`src/rtl/cvlb_pkg.sv`:
```
// ----------------------------------------------------------------------------
// cvlb_pkg
// Shared types, constants and register codes of the 3x3 line-buffer
// convolution block.
// ----------------------------------------------------------------------------
package cvlb_pkg;

   // default geometry and element widths
   localparam int FRAME_ROWS_DEF = 64;
   localparam int FRAME_COLS_DEF = 64;
   localparam int WIN_ROWS_DEF   = 3;
   localparam int WIN_COLS_DEF   = 3;
   localparam int PIXEL_BITS_DEF = 8;
   localparam int COEF_BITS_DEF  = 8;

   // width of the result field, wraps on overflow
   localparam int SUM_BITS = 20;

   // window and kernel are always held as 3x3
   localparam int WIN_MAX = 3;

   // register index codes
   localparam int REG_IDX_BITS = 2;
   localparam logic [REG_IDX_BITS-1:0] REG_COEF_TOP    = 2'd0;
   localparam logic [REG_IDX_BITS-1:0] REG_COEF_MID    = 2'd1;
   localparam logic [REG_IDX_BITS-1:0] REG_COEF_BOTTOM = 2'd2;

   // per-item sideband that travels down the pipeline
   typedef struct packed {
      logic emit;   // item completes a window and yields a result
      logic last;   // final result of the frame
   } tag_type;

endpackage

```
`src/rtl/cvlb_csr.sv`:
```
// ----------------------------------------------------------------------------
// cvlb_csr
// APB-style register file holding the three kernel coefficient rows.
// ----------------------------------------------------------------------------
module cvlb_csr #(
   parameter int CFG_BITS = 24,
   parameter int DATA_W   = 32,
   parameter int ADDR_W   = 4,
   parameter int ADDR_LSB = 2
) (
   input  logic                clock,
   input  logic                reset,
   input  logic                csr_psel,
   input  logic                csr_penable,
   input  logic                csr_pwrite,
   input  logic [ADDR_W-1:0]   csr_paddr,
   input  logic [DATA_W-1:0]   csr_pwdata,
   output logic [DATA_W-1:0]   csr_prdata,
   output logic                csr_pready,
   output logic [CFG_BITS-1:0] coef_rows [cvlb_pkg::WIN_MAX]
);

   logic [CFG_BITS-1:0]               coef_ff [cvlb_pkg::WIN_MAX];
   logic [cvlb_pkg::REG_IDX_BITS-1:0] reg_idx;
   logic                              wr_stb;

   assign reg_idx    = csr_paddr[ADDR_W-1:ADDR_LSB];
   assign wr_stb     = csr_psel && csr_penable && csr_pwrite;
   assign csr_pready = 1'b1;
   assign coef_rows  = coef_ff;

   // register writes; writes beyond the list are dropped
   always_ff @(posedge clock) begin
      if (reset) begin
         for (int i = 0; i < cvlb_pkg::WIN_MAX; i++) coef_ff[i] <= '0;
      end else if (wr_stb) begin
         case (reg_idx)
            cvlb_pkg::REG_COEF_TOP:    coef_ff[0] <= csr_pwdata[CFG_BITS-1:0];
            cvlb_pkg::REG_COEF_MID:    coef_ff[1] <= csr_pwdata[CFG_BITS-1:0];
            cvlb_pkg::REG_COEF_BOTTOM: coef_ff[2] <= csr_pwdata[CFG_BITS-1:0];
            default: ;
         endcase
      end
   end

   // read-back
   always_comb begin
      case (reg_idx)
         cvlb_pkg::REG_COEF_TOP:    csr_prdata = DATA_W'(coef_ff[0]);
         cvlb_pkg::REG_COEF_MID:    csr_prdata = DATA_W'(coef_ff[1]);
         cvlb_pkg::REG_COEF_BOTTOM: csr_prdata = DATA_W'(coef_ff[2]);
         default:                   csr_prdata = '0;
      endcase
   end

endmodule

```
`src/rtl/cvlb_line_store.sv`:
```
// ----------------------------------------------------------------------------
// cvlb_line_store
// One entry per column holding the pixels of the two previous rows.
// Single write port, single read port with registered read data.
// ----------------------------------------------------------------------------
module cvlb_line_store #(
   parameter int DEPTH  = 64,
   parameter int WIDTH  = 16,
   parameter int ADDR_W = 6
) (
   input  logic              clock,
   input  logic              rd_en,
   input  logic [ADDR_W-1:0] rd_addr,
   output logic [WIDTH-1:0]  rd_data,
   input  logic              wr_en,
   input  logic [ADDR_W-1:0] wr_addr,
   input  logic [WIDTH-1:0]  wr_data
);

   logic [WIDTH-1:0] mem [DEPTH];
   logic [WIDTH-1:0] rd_data_ff;

   assign rd_data = rd_data_ff;

   // write port
   always_ff @(posedge clock) begin
      if (wr_en) begin
         mem[wr_addr] <= wr_data;
      end
   end

   // read port, data held until the next read
   always_ff @(posedge clock) begin
      if (rd_en) begin
         rd_data_ff <= mem[rd_addr];
      end
   end

endmodule

```
`src/rtl/cvlb_mac.sv`:
```
// ----------------------------------------------------------------------------
// cvlb_mac
// Kernel multiply stage and sum stage. Products are registered, then the
// adder tree feeds the result register.
// ----------------------------------------------------------------------------
module cvlb_mac #(
   parameter int PIXEL_BITS = 8,
   parameter int COEF_BITS  = 8,
   parameter int WIN_ROWS   = 3,
   parameter int WIN_COLS   = 3
) (
   input  logic                          clock,
   input  logic                          reset,
   input  logic [3*COEF_BITS-1:0]        coef_rows [cvlb_pkg::WIN_MAX],
   input  logic                          in_valid,
   output logic                          in_ready,
   input  cvlb_pkg::tag_type             in_tag,
   input  logic [PIXEL_BITS-1:0]         win [cvlb_pkg::WIN_MAX][cvlb_pkg::WIN_MAX],
   output logic                          rsp_valid,
   input  logic                          rsp_ready,
   output logic signed [cvlb_pkg::SUM_BITS-1:0] rsp_conv_sum,
   output logic                          rsp_frame_last
);

   localparam int PROD_W = PIXEL_BITS + COEF_BITS + 1;
   localparam int TREE_W = (PROD_W + 4 > cvlb_pkg::SUM_BITS) ? PROD_W + 4
                                                             : cvlb_pkg::SUM_BITS;

   logic signed [PROD_W-1:0] prod_in [cvlb_pkg::WIN_MAX][cvlb_pkg::WIN_MAX];
   logic signed [PROD_W-1:0] prod_ff [cvlb_pkg::WIN_MAX][cvlb_pkg::WIN_MAX];
   logic                     c_valid_ff;
   cvlb_pkg::tag_type        c_tag_ff;
   logic signed [TREE_W-1:0] sum_in;
   logic                     out_ready;
   logic                     rsp_valid_ff;
   logic signed [cvlb_pkg::SUM_BITS-1:0] sum_ff;
   logic                     last_ff;

   // multipliers: bottom-right part of the window against kernel from (0,0)
   for (genvar i = 0; i < cvlb_pkg::WIN_MAX; i++) begin : g_row
      for (genvar j = 0; j < cvlb_pkg::WIN_MAX; j++) begin : g_col
         if (i < WIN_ROWS && j < WIN_COLS) begin : g_tap
            localparam int WR = cvlb_pkg::WIN_MAX - WIN_ROWS + i;
            localparam int WC = cvlb_pkg::WIN_MAX - WIN_COLS + j;
            logic signed [PIXEL_BITS:0]  pix_s;
            logic signed [COEF_BITS-1:0] coef_s;
            assign pix_s  = $signed({1'b0, win[WR][WC]});
            assign coef_s = $signed(coef_rows[i][j*COEF_BITS +: COEF_BITS]);
            assign prod_in[i][j] = pix_s * coef_s;
         end else begin : g_unused
            assign prod_in[i][j] = '0;
         end
      end
   end

   assign out_ready = !rsp_valid_ff || rsp_ready;
   assign in_ready  = !c_valid_ff || out_ready;

   // product stage
   always_ff @(posedge clock) begin
      if (reset) begin
         c_valid_ff <= 1'b0;
      end else if (in_ready) begin
         c_valid_ff <= in_valid;
      end
   end

   always_ff @(posedge clock) begin
      if (in_ready && in_valid) begin
         c_tag_ff <= in_tag;
         prod_ff  <= prod_in;
      end
   end

   // adder tree over the nine products
   always_comb begin
      sum_in = '0;
      for (int i = 0; i < cvlb_pkg::WIN_MAX; i++) begin
         for (int j = 0; j < cvlb_pkg::WIN_MAX; j++) begin
            sum_in = sum_in + TREE_W'(prod_ff[i][j]);
         end
      end
   end

   // result register; items without a full window are dropped here
   always_ff @(posedge clock) begin
      if (reset) begin
         rsp_valid_ff <= 1'b0;
      end else if (out_ready) begin
         rsp_valid_ff <= c_valid_ff && c_tag_ff.emit;
      end
   end

   always_ff @(posedge clock) begin
      if (out_ready && c_valid_ff) begin
         sum_ff  <= sum_in[cvlb_pkg::SUM_BITS-1:0];
         last_ff <= c_tag_ff.last;
      end
   end

   assign rsp_valid      = rsp_valid_ff;
   assign rsp_conv_sum   = sum_ff;
   assign rsp_frame_last = last_ff;

endmodule

```
`src/rtl/conv2d_valid_line_buffer.sv`:
```
// ----------------------------------------------------------------------------
// conv2d_valid_line_buffer
// Streaming 3x3 valid-mode convolution over a raster-order pixel stream.
//
// Usage:
//   req_*  : one unsigned pixel per transfer, frame in raster order.
//   rsp_*  : one signed sum per complete window (row and column both past
//            the window edge); rsp_frame_last marks the frame's final sum.
//   csr_*  : APB-style port, kernel rows at 0x0, 0x4, 0x8 (three signed
//            coefficients per row, column 0 in the low byte). Write only
//            while the stream is idle.
//   Pipeline: a result passes the read stage, window stage, multiply stage
//   and sum register after the edge that transferred its pixel. Throughput
//   is one pixel per cycle while results are taken; the column line store
//   is read as a pixel transfers and written back as it moves on.
//   Reset clears counters, window, pipeline valids and coefficients; the
//   line store is not cleared, its stale entries never reach the sum.
//   A stalled receiver holds the result register; empty stages upstream
//   still fill, then req_ready drops until the result is taken.
// ----------------------------------------------------------------------------
module conv2d_valid_line_buffer #(
   parameter int FRAME_ROWS = cvlb_pkg::FRAME_ROWS_DEF,
   parameter int FRAME_COLS = cvlb_pkg::FRAME_COLS_DEF,
   parameter int WIN_ROWS   = cvlb_pkg::WIN_ROWS_DEF,
   parameter int WIN_COLS   = cvlb_pkg::WIN_COLS_DEF,
   parameter int PIXEL_BITS = cvlb_pkg::PIXEL_BITS_DEF,
   parameter int COEF_BITS  = cvlb_pkg::COEF_BITS_DEF,
   localparam int CFG_BITS  = 3 * COEF_BITS,
   localparam int DATA_W    = (CFG_BITS > 32) ? 64 : 32,
   localparam int ADDR_LSB  = (DATA_W == 64) ? 3 : 2,
   localparam int ADDR_W    = ADDR_LSB + cvlb_pkg::REG_IDX_BITS
) (
   input  logic                  clock,
   input  logic                  reset,
   // pixel input
   input  logic                  req_valid,
   output logic                  req_ready,
   input  logic [PIXEL_BITS-1:0] req_pixel,
   // result output
   output logic                  rsp_valid,
   input  logic                  rsp_ready,
   output logic signed [cvlb_pkg::SUM_BITS-1:0] rsp_conv_sum,
   output logic                  rsp_frame_last,
   // configuration
   input  logic                  csr_psel,
   input  logic                  csr_penable,
   input  logic                  csr_pwrite,
   input  logic [ADDR_W-1:0]     csr_paddr,
   input  logic [DATA_W-1:0]     csr_pwdata,
   output logic [DATA_W-1:0]     csr_prdata,
   output logic                  csr_pready
);

   localparam int ROW_W = $clog2(FRAME_ROWS);
   localparam int COL_W = $clog2(FRAME_COLS);
   localparam int LS_W  = 2 * PIXEL_BITS;

   logic [CFG_BITS-1:0]   coef_rows [cvlb_pkg::WIN_MAX];

   logic                  req_xfer;
   logic [ROW_W-1:0]      row_ff, row_in;
   logic [COL_W-1:0]      col_ff, col_in;
   cvlb_pkg::tag_type     tag_in;

   logic                  a_valid_ff;
   logic [PIXEL_BITS-1:0] a_px_ff;
   logic [COL_W-1:0]      a_col_ff;
   cvlb_pkg::tag_type     a_tag_ff;
   logic                  a_ready;
   logic                  a_move;

   logic [LS_W-1:0]       ls_rd_data;
   logic [PIXEL_BITS-1:0] ls_top;
   logic [PIXEL_BITS-1:0] ls_mid;

   logic [PIXEL_BITS-1:0] win_ff [cvlb_pkg::WIN_MAX][cvlb_pkg::WIN_MAX];
   logic                  b_valid_ff;
   cvlb_pkg::tag_type     b_tag_ff;
   logic                  b_ready;
   logic                  mac_ready;

   // configuration registers
   cvlb_csr #(
      .CFG_BITS (CFG_BITS),
      .DATA_W   (DATA_W),
      .ADDR_W   (ADDR_W),
      .ADDR_LSB (ADDR_LSB)
   ) u_csr (
      .clock       (clock),
      .reset       (reset),
      .csr_psel    (csr_psel),
      .csr_penable (csr_penable),
      .csr_pwrite  (csr_pwrite),
      .csr_paddr   (csr_paddr),
      .csr_pwdata  (csr_pwdata),
      .csr_prdata  (csr_prdata),
      .csr_pready  (csr_pready),
      .coef_rows   (coef_rows)
   );

   // handshake chain
   assign b_ready   = !b_valid_ff || mac_ready;
   assign a_ready   = !a_valid_ff || b_ready;
   assign a_move    = a_valid_ff && b_ready;
   assign req_ready = a_ready;
   assign req_xfer  = req_valid && a_ready;

   // raster counters and per-pixel tag
   always_comb begin
      tag_in.emit = (row_ff >= ROW_W'(WIN_ROWS - 1)) && (col_ff >= COL_W'(WIN_COLS - 1));
      tag_in.last = (row_ff == ROW_W'(FRAME_ROWS - 1)) && (col_ff == COL_W'(FRAME_COLS - 1));
      row_in = row_ff;
      col_in = col_ff + 1'b1;
      if (col_ff >= COL_W'(FRAME_COLS - 1)) begin
         col_in = '0;
         if (row_ff >= ROW_W'(FRAME_ROWS - 1)) begin
            row_in = '0;
         end else begin
            row_in = row_ff + 1'b1;
         end
      end
   end

   always_ff @(posedge clock) begin
      if (reset) begin
         row_ff <= '0;
         col_ff <= '0;
      end else if (req_xfer) begin
         row_ff <= row_in;
         col_ff <= col_in;
      end
   end

   // line store: read at transfer, write back shifted pair as the pixel moves on
   assign ls_top = ls_rd_data[LS_W-1:PIXEL_BITS];
   assign ls_mid = ls_rd_data[PIXEL_BITS-1:0];

   cvlb_line_store #(
      .DEPTH  (FRAME_COLS),
      .WIDTH  (LS_W),
      .ADDR_W (COL_W)
   ) u_line_store (
      .clock   (clock),
      .rd_en   (req_xfer),
      .rd_addr (col_ff),
      .rd_data (ls_rd_data),
      .wr_en   (a_move),
      .wr_addr (a_col_ff),
      .wr_data ({ls_mid, a_px_ff})
   );

   // input stage
   always_ff @(posedge clock) begin
      if (reset) begin
         a_valid_ff <= 1'b0;
      end else if (a_ready) begin
         a_valid_ff <= req_valid;
      end
   end

   always_ff @(posedge clock) begin
      if (req_xfer) begin
         a_px_ff  <= req_pixel;
         a_col_ff <= col_ff;
         a_tag_ff <= tag_in;
      end
   end

   // window stage: shift left, new column from line store and pixel
   always_ff @(posedge clock) begin
      if (reset) begin
         b_valid_ff <= 1'b0;
         for (int i = 0; i < cvlb_pkg::WIN_MAX; i++) begin
            for (int j = 0; j < cvlb_pkg::WIN_MAX; j++) win_ff[i][j] <= '0;
         end
      end else begin
         if (b_ready) begin
            b_valid_ff <= a_valid_ff;
         end
         if (a_move) begin
            for (int i = 0; i < cvlb_pkg::WIN_MAX; i++) begin
               win_ff[i][0] <= win_ff[i][1];
               win_ff[i][1] <= win_ff[i][2];
            end
            win_ff[0][2] <= ls_top;
            win_ff[1][2] <= ls_mid;
            win_ff[2][2] <= a_px_ff;
         end
      end
   end

   always_ff @(posedge clock) begin
      if (a_move) begin
         b_tag_ff <= a_tag_ff;
      end
   end

   // multiply and sum
   cvlb_mac #(
      .PIXEL_BITS (PIXEL_BITS),
      .COEF_BITS  (COEF_BITS),
      .WIN_ROWS   (WIN_ROWS),
      .WIN_COLS   (WIN_COLS)
   ) u_mac (
      .clock          (clock),
      .reset          (reset),
      .coef_rows      (coef_rows),
      .in_valid       (b_valid_ff),
      .in_ready       (mac_ready),
      .in_tag         (b_tag_ff),
      .win            (win_ff),
      .rsp_valid      (rsp_valid),
      .rsp_ready      (rsp_ready),
      .rsp_conv_sum   (rsp_conv_sum),
      .rsp_frame_last (rsp_frame_last)
   );

`ifndef SYNTH
   // counters stay inside the frame
   a_cnt_range: assert property (@(posedge clock) disable iff (reset)
      (col_ff <= COL_W'(FRAME_COLS - 1)) && (row_ff <= ROW_W'(FRAME_ROWS - 1)))
      else $error("raster counter out of frame");

   // last pixel of a frame wraps both counters
   a_frame_wrap: assert property (@(posedge clock) disable iff (reset)
      (req_xfer && tag_in.last) |=> (col_ff == '0) && (row_ff == '0))
      else $error("counters did not wrap after last pixel");

   // a held input stage keeps its column and stays valid
   a_stage_hold: assert property (@(posedge clock) disable iff (reset)
      (a_valid_ff && !b_ready) |=> (a_valid_ff && $stable(a_col_ff)))
      else $error("input stage lost a stalled pixel");

   // line store never reads and writes the same column in one cycle
   a_ls_conflict: assert property (@(posedge clock) disable iff (reset)
      !(a_move && req_xfer && (a_col_ff == col_ff)))
      else $error("line store read/write collision");
`endif

endmodule
```
`config.mk`:
```
export PLATFORM = sky130hd
export DESIGN_NAME = conv2d_valid_line_buffer
export DESIGN_NICKNAME = d
export VERILOG_FILES = /design/src/rtl/cvlb_pkg.sv /design/src/rtl/cvlb_csr.sv /design/src/rtl/cvlb_line_store.sv /design/src/rtl/cvlb_mac.sv /design/src/rtl/conv2d_valid_line_buffer.sv
export SDC_FILE = /design/constraint.sdc
export NUM_CORES = 2
export LEC_CHECK = 0
export BUFFER_PORTS_ARGS = -buffer_cell sky130_fd_sc_hd__buf_4
export CORE_MARGIN = 8
export CORE_UTILIZATION = 30
export CTS_CLUSTER_SIZE = 12
export DETAILED_ROUTE_END_ITERATION = 16
export PLACE_DENSITY_LB_ADDON = 0.25
export SLEW_MARGIN = 40
export SYNTH_ARGS = -nofsm -noshare
export SYNTH_HDL_FRONTEND = slang
export SYNTH_HIERARCHICAL = 1
export SYNTH_SLANG_ARGS = --single-unit
export TNS_END_PERCENT = 5
```
`constraint.sdc`:
```
create_clock -name clock -period 12.2 [get_ports clock]
set_clock_uncertainty 0.1 [all_clocks]
set_input_delay 0 -clock clock [delete_from_list [all_inputs] [get_ports clock]]
set_output_delay 0 -clock clock [all_outputs]
set_load 0.01 [all_outputs]
```
==> impl_metrics.toml <==
[global_routing]
overflow = 0
first_global_vias = 45541
top_usage_layer = "met2"
met1_usage = 0.1900
grt_use_total = 0.1447
grt_max_degree = 120
gr-usage-met3 = 0.01874
antenna_found_initial = 5
grt.met2_usage = 0.2502
grt_pass1_wl_um = 297500

[synth]
ys_seq_elements = 1394
async_flop_share = 0
synth_area_mm2 = 0.07623
ys.flop_type = "edfxtp_1"
seq_area_frac_synth = 0.5281
syn_inst = 5498
synthDistinctLibCells = 87
synth_edf_count = 1234
postSynthAreaPerCell_um2 = 13.87
yosysWarnings = 6

[final_layout]
stdcell_count = 9267
multi_input_area_mm2 = 0.03231
layout.cells.most_common = "edfxtp_1"
post-route-util = 0.3426
final_nets = 6693
area_delta_synth_final_pct = 13.91
regArea_mm2 = 0.04027
layout_common_cells = "1234 x edfxtp_1, 734 x inv_1, 490 x nand2_1"
fillers = 24601
drive_gt1_frac = 0.1218

[drt]
via_per_inst = 4.701
vias = 43561
routed_wl_um = 197700
drt_iter0_markers = 3051
firstDrtPassIters = 5
drcViolationCount = 0
routedWlPerCell_um = 21.33
ant_nets = 0

[setup_path]
worst_path_largest_cell_delay_ps = 710
cp_slowest_cell = "dfxtp_1"
worstSetupStartpointType = "flop"
worstPathCellList = "inv_1 -> fa_1 -> fa_1 -> inv_1 -> fa_1 -> inv_1 -> fa_1 -> inv_1 -> ha_1 -> o2111ai_1 -> a31oi_1 -> nand2_1 -> o21ai_0 -> xnor2_1"
end_kind = "flop"
arrival_ps = 5510
worst-setup-path-type = "flop to flop"
required_ps = 12600
critPathMaxFanout = 8

[clock_tree]
cts_buffer_depth = 3
clk_pin_slew_worst_paths_ps = 60
cts_max_level = 4
cts_setup_buffers = 0
cts_buffers = 155
cts_tree = "built"
ctsHoldBuffers = 74
clk_latency_ps = 810
cts_sinks = 1394
root_buffer = "clkbuf_16"
ctsResizeCount = 0

[timing]
hold_violations = 0
worst_pin_slew_ps = 860.4
rsz0062_at_grt = "no"
period_share = 0.4190
slew_viol_final = 0
clock.fmax_ghz = 0.1956
fin_crit_ps = 5112
setup_tns_ps = 0
max_slew_margin = 0.4250
final-setup-viol-count = 0

[place]
hpwl_um = 134500
gp_congestion = 0.7829
portBuffers = 87
place_inst = 8907

[die]
initial_core_util = 0.3008
die-area_mm2 = 0.2705
die_w_um = 520.1
rows = 185
chipHeight_um = 520.1
core_area_mm2 = 0.2535
ios = 107

[power_and_ir_drop]
leakagePower_nw = 33.60
powerDensity_mw_per_mm2 = 124.2
worst_ir_drop_vdd_mv = 0.09491

[status]
outcome = "completed"

[worst_hold_path]
hp-class = "primary input to flop"

[run]
maxCapViolations = 0
==> synthesized netlist by cell type, drive strengths merged (18+ instances only) <==
cell / count / area share
mux2: 28 / 0.0041
xnor2: 81 / 0.0093
a211oi: 18 / 0.0018
buf: 106 / 0.011
fa: 454 / 0.12
inv: 735 / 0.036
o21ai: 89 / 0.0059
ha: 411 / 0.067
and2: 294 / 0.024
nor2b: 53 / 0.0043
xor2: 34 / 0.0039
a21oi: 172 / 0.011
nand2b: 160 / 0.013
a221oi: 19 / 0.0024
nor2: 160 / 0.0079
mux2i: 183 / 0.024
edfxtp: 1234 / 0.49
nand2: 492 / 0.024
a22oi: 39 / 0.0038
clkbuf: 60 / 0.0030
nand3: 46 / 0.0031
a21o: 32 / 0.0032
dfxtp: 160 / 0.042
nand4: 18 / 0.0018
mux4: 224 / 0.066
==> where the power goes <==
part	switching, W	internal [W]
Combinational	0.000601	0.000379
Clock	0.00196	0.00251
Sequential	0.0000601	0.00528
Total	0.00262	0.00817
==> worst max-delay path: cells and delay by family (launching register included) <==
family	cells	cell delay [ps]
simple gates	1	100
buf+inv	4	460
flops	1	710
fa+ha+maj	5	2430
compound gates	3	860
xor+xnor	1	160
==> kinds of logic after synthesis <==
logic type      Yosys count  synth area share
buf+inv                 901           0.04989
simple gates           1291           0.08502
flops                  1394            0.5281
compound gates          495           0.04248
xor+xnor                115           0.01321
fa+ha+maj               865            0.1867
mux                     435           0.09454
other cells               2        0.00009851
==> worst paths after layout <==
kind                             from                  to  slack [ps]  cells past startpoint
setup / recovery  u_csr/coef_rows[55]  u_mac/prod_ff[152]        7090                     14
setup reg to reg  u_csr/coef_rows[55]  u_mac/prod_ff[152]        7090                     14
hold reg to reg           a_tag_ff[1]         b_tag_ff[1]         320                      0
hold / removal          csr_pwdata[7]  u_csr/coef_rows[7]          70                      4
==> cell type report <==
class,count,area share
sequential,1394,0.4638
multi-input combinational,3210,0.3720
tap,3366,0.04850
clock buffer,212,0.04818
inverter,735,0.03178
timing repair buffer,281,0.02768
clock inverter,64,0.007925
antenna,5,0.0001441
==> routing by layer <==
layer  share of wire  up-vias
met5               0        -
met4           0.029        0
met3           0.041      230
met2            0.50      861
met1            0.43    22636
li1                -    19834
==> registers in the layout, summed over array words and instances, names as in the netlist <==
signal                cells
win_ff                   72
a_px_ff                   8
u_mac/rsp_valid           1
u_csr/coef_rows          72
a_tag_ff                  2
b_tag_ff                  2
row_ff                    6
a_col_ff                  6
u_line_store/rd_data     16
u_mac/rsp_frame_last      1
b_valid_ff                1
a_valid_ff                1
col_ff                    6
u_mac/c_valid_ff          1
u_mac/prod_ff           153
u_mac/rsp_conv_sum       20
u_line_store/mem       1024
u_mac/c_tag_ff            2
==> stage by stage <==
| stage | area, µm² | hold WS (ps) | worst slack, ps | total power, W |
|---|---|---|---|---|
| after floorplan | 76260 | -27.62 | 7461 | 0.006069 |
| after global placement | 81000 | 78.11 | 7081 | 0.006396 |
| after detailed placement | 81130 | 79.38 | 7054 | 0.006411 |
| after CTS | 86740 | 0.4331 | 6997 | 0.01094 |
| after global routing | 86830 | 48.93 | 6815 | 0.01121 |
| final | 86840 | 67.91 | 7088 | 0.01079 |
(Power assumes the default switching activity.)
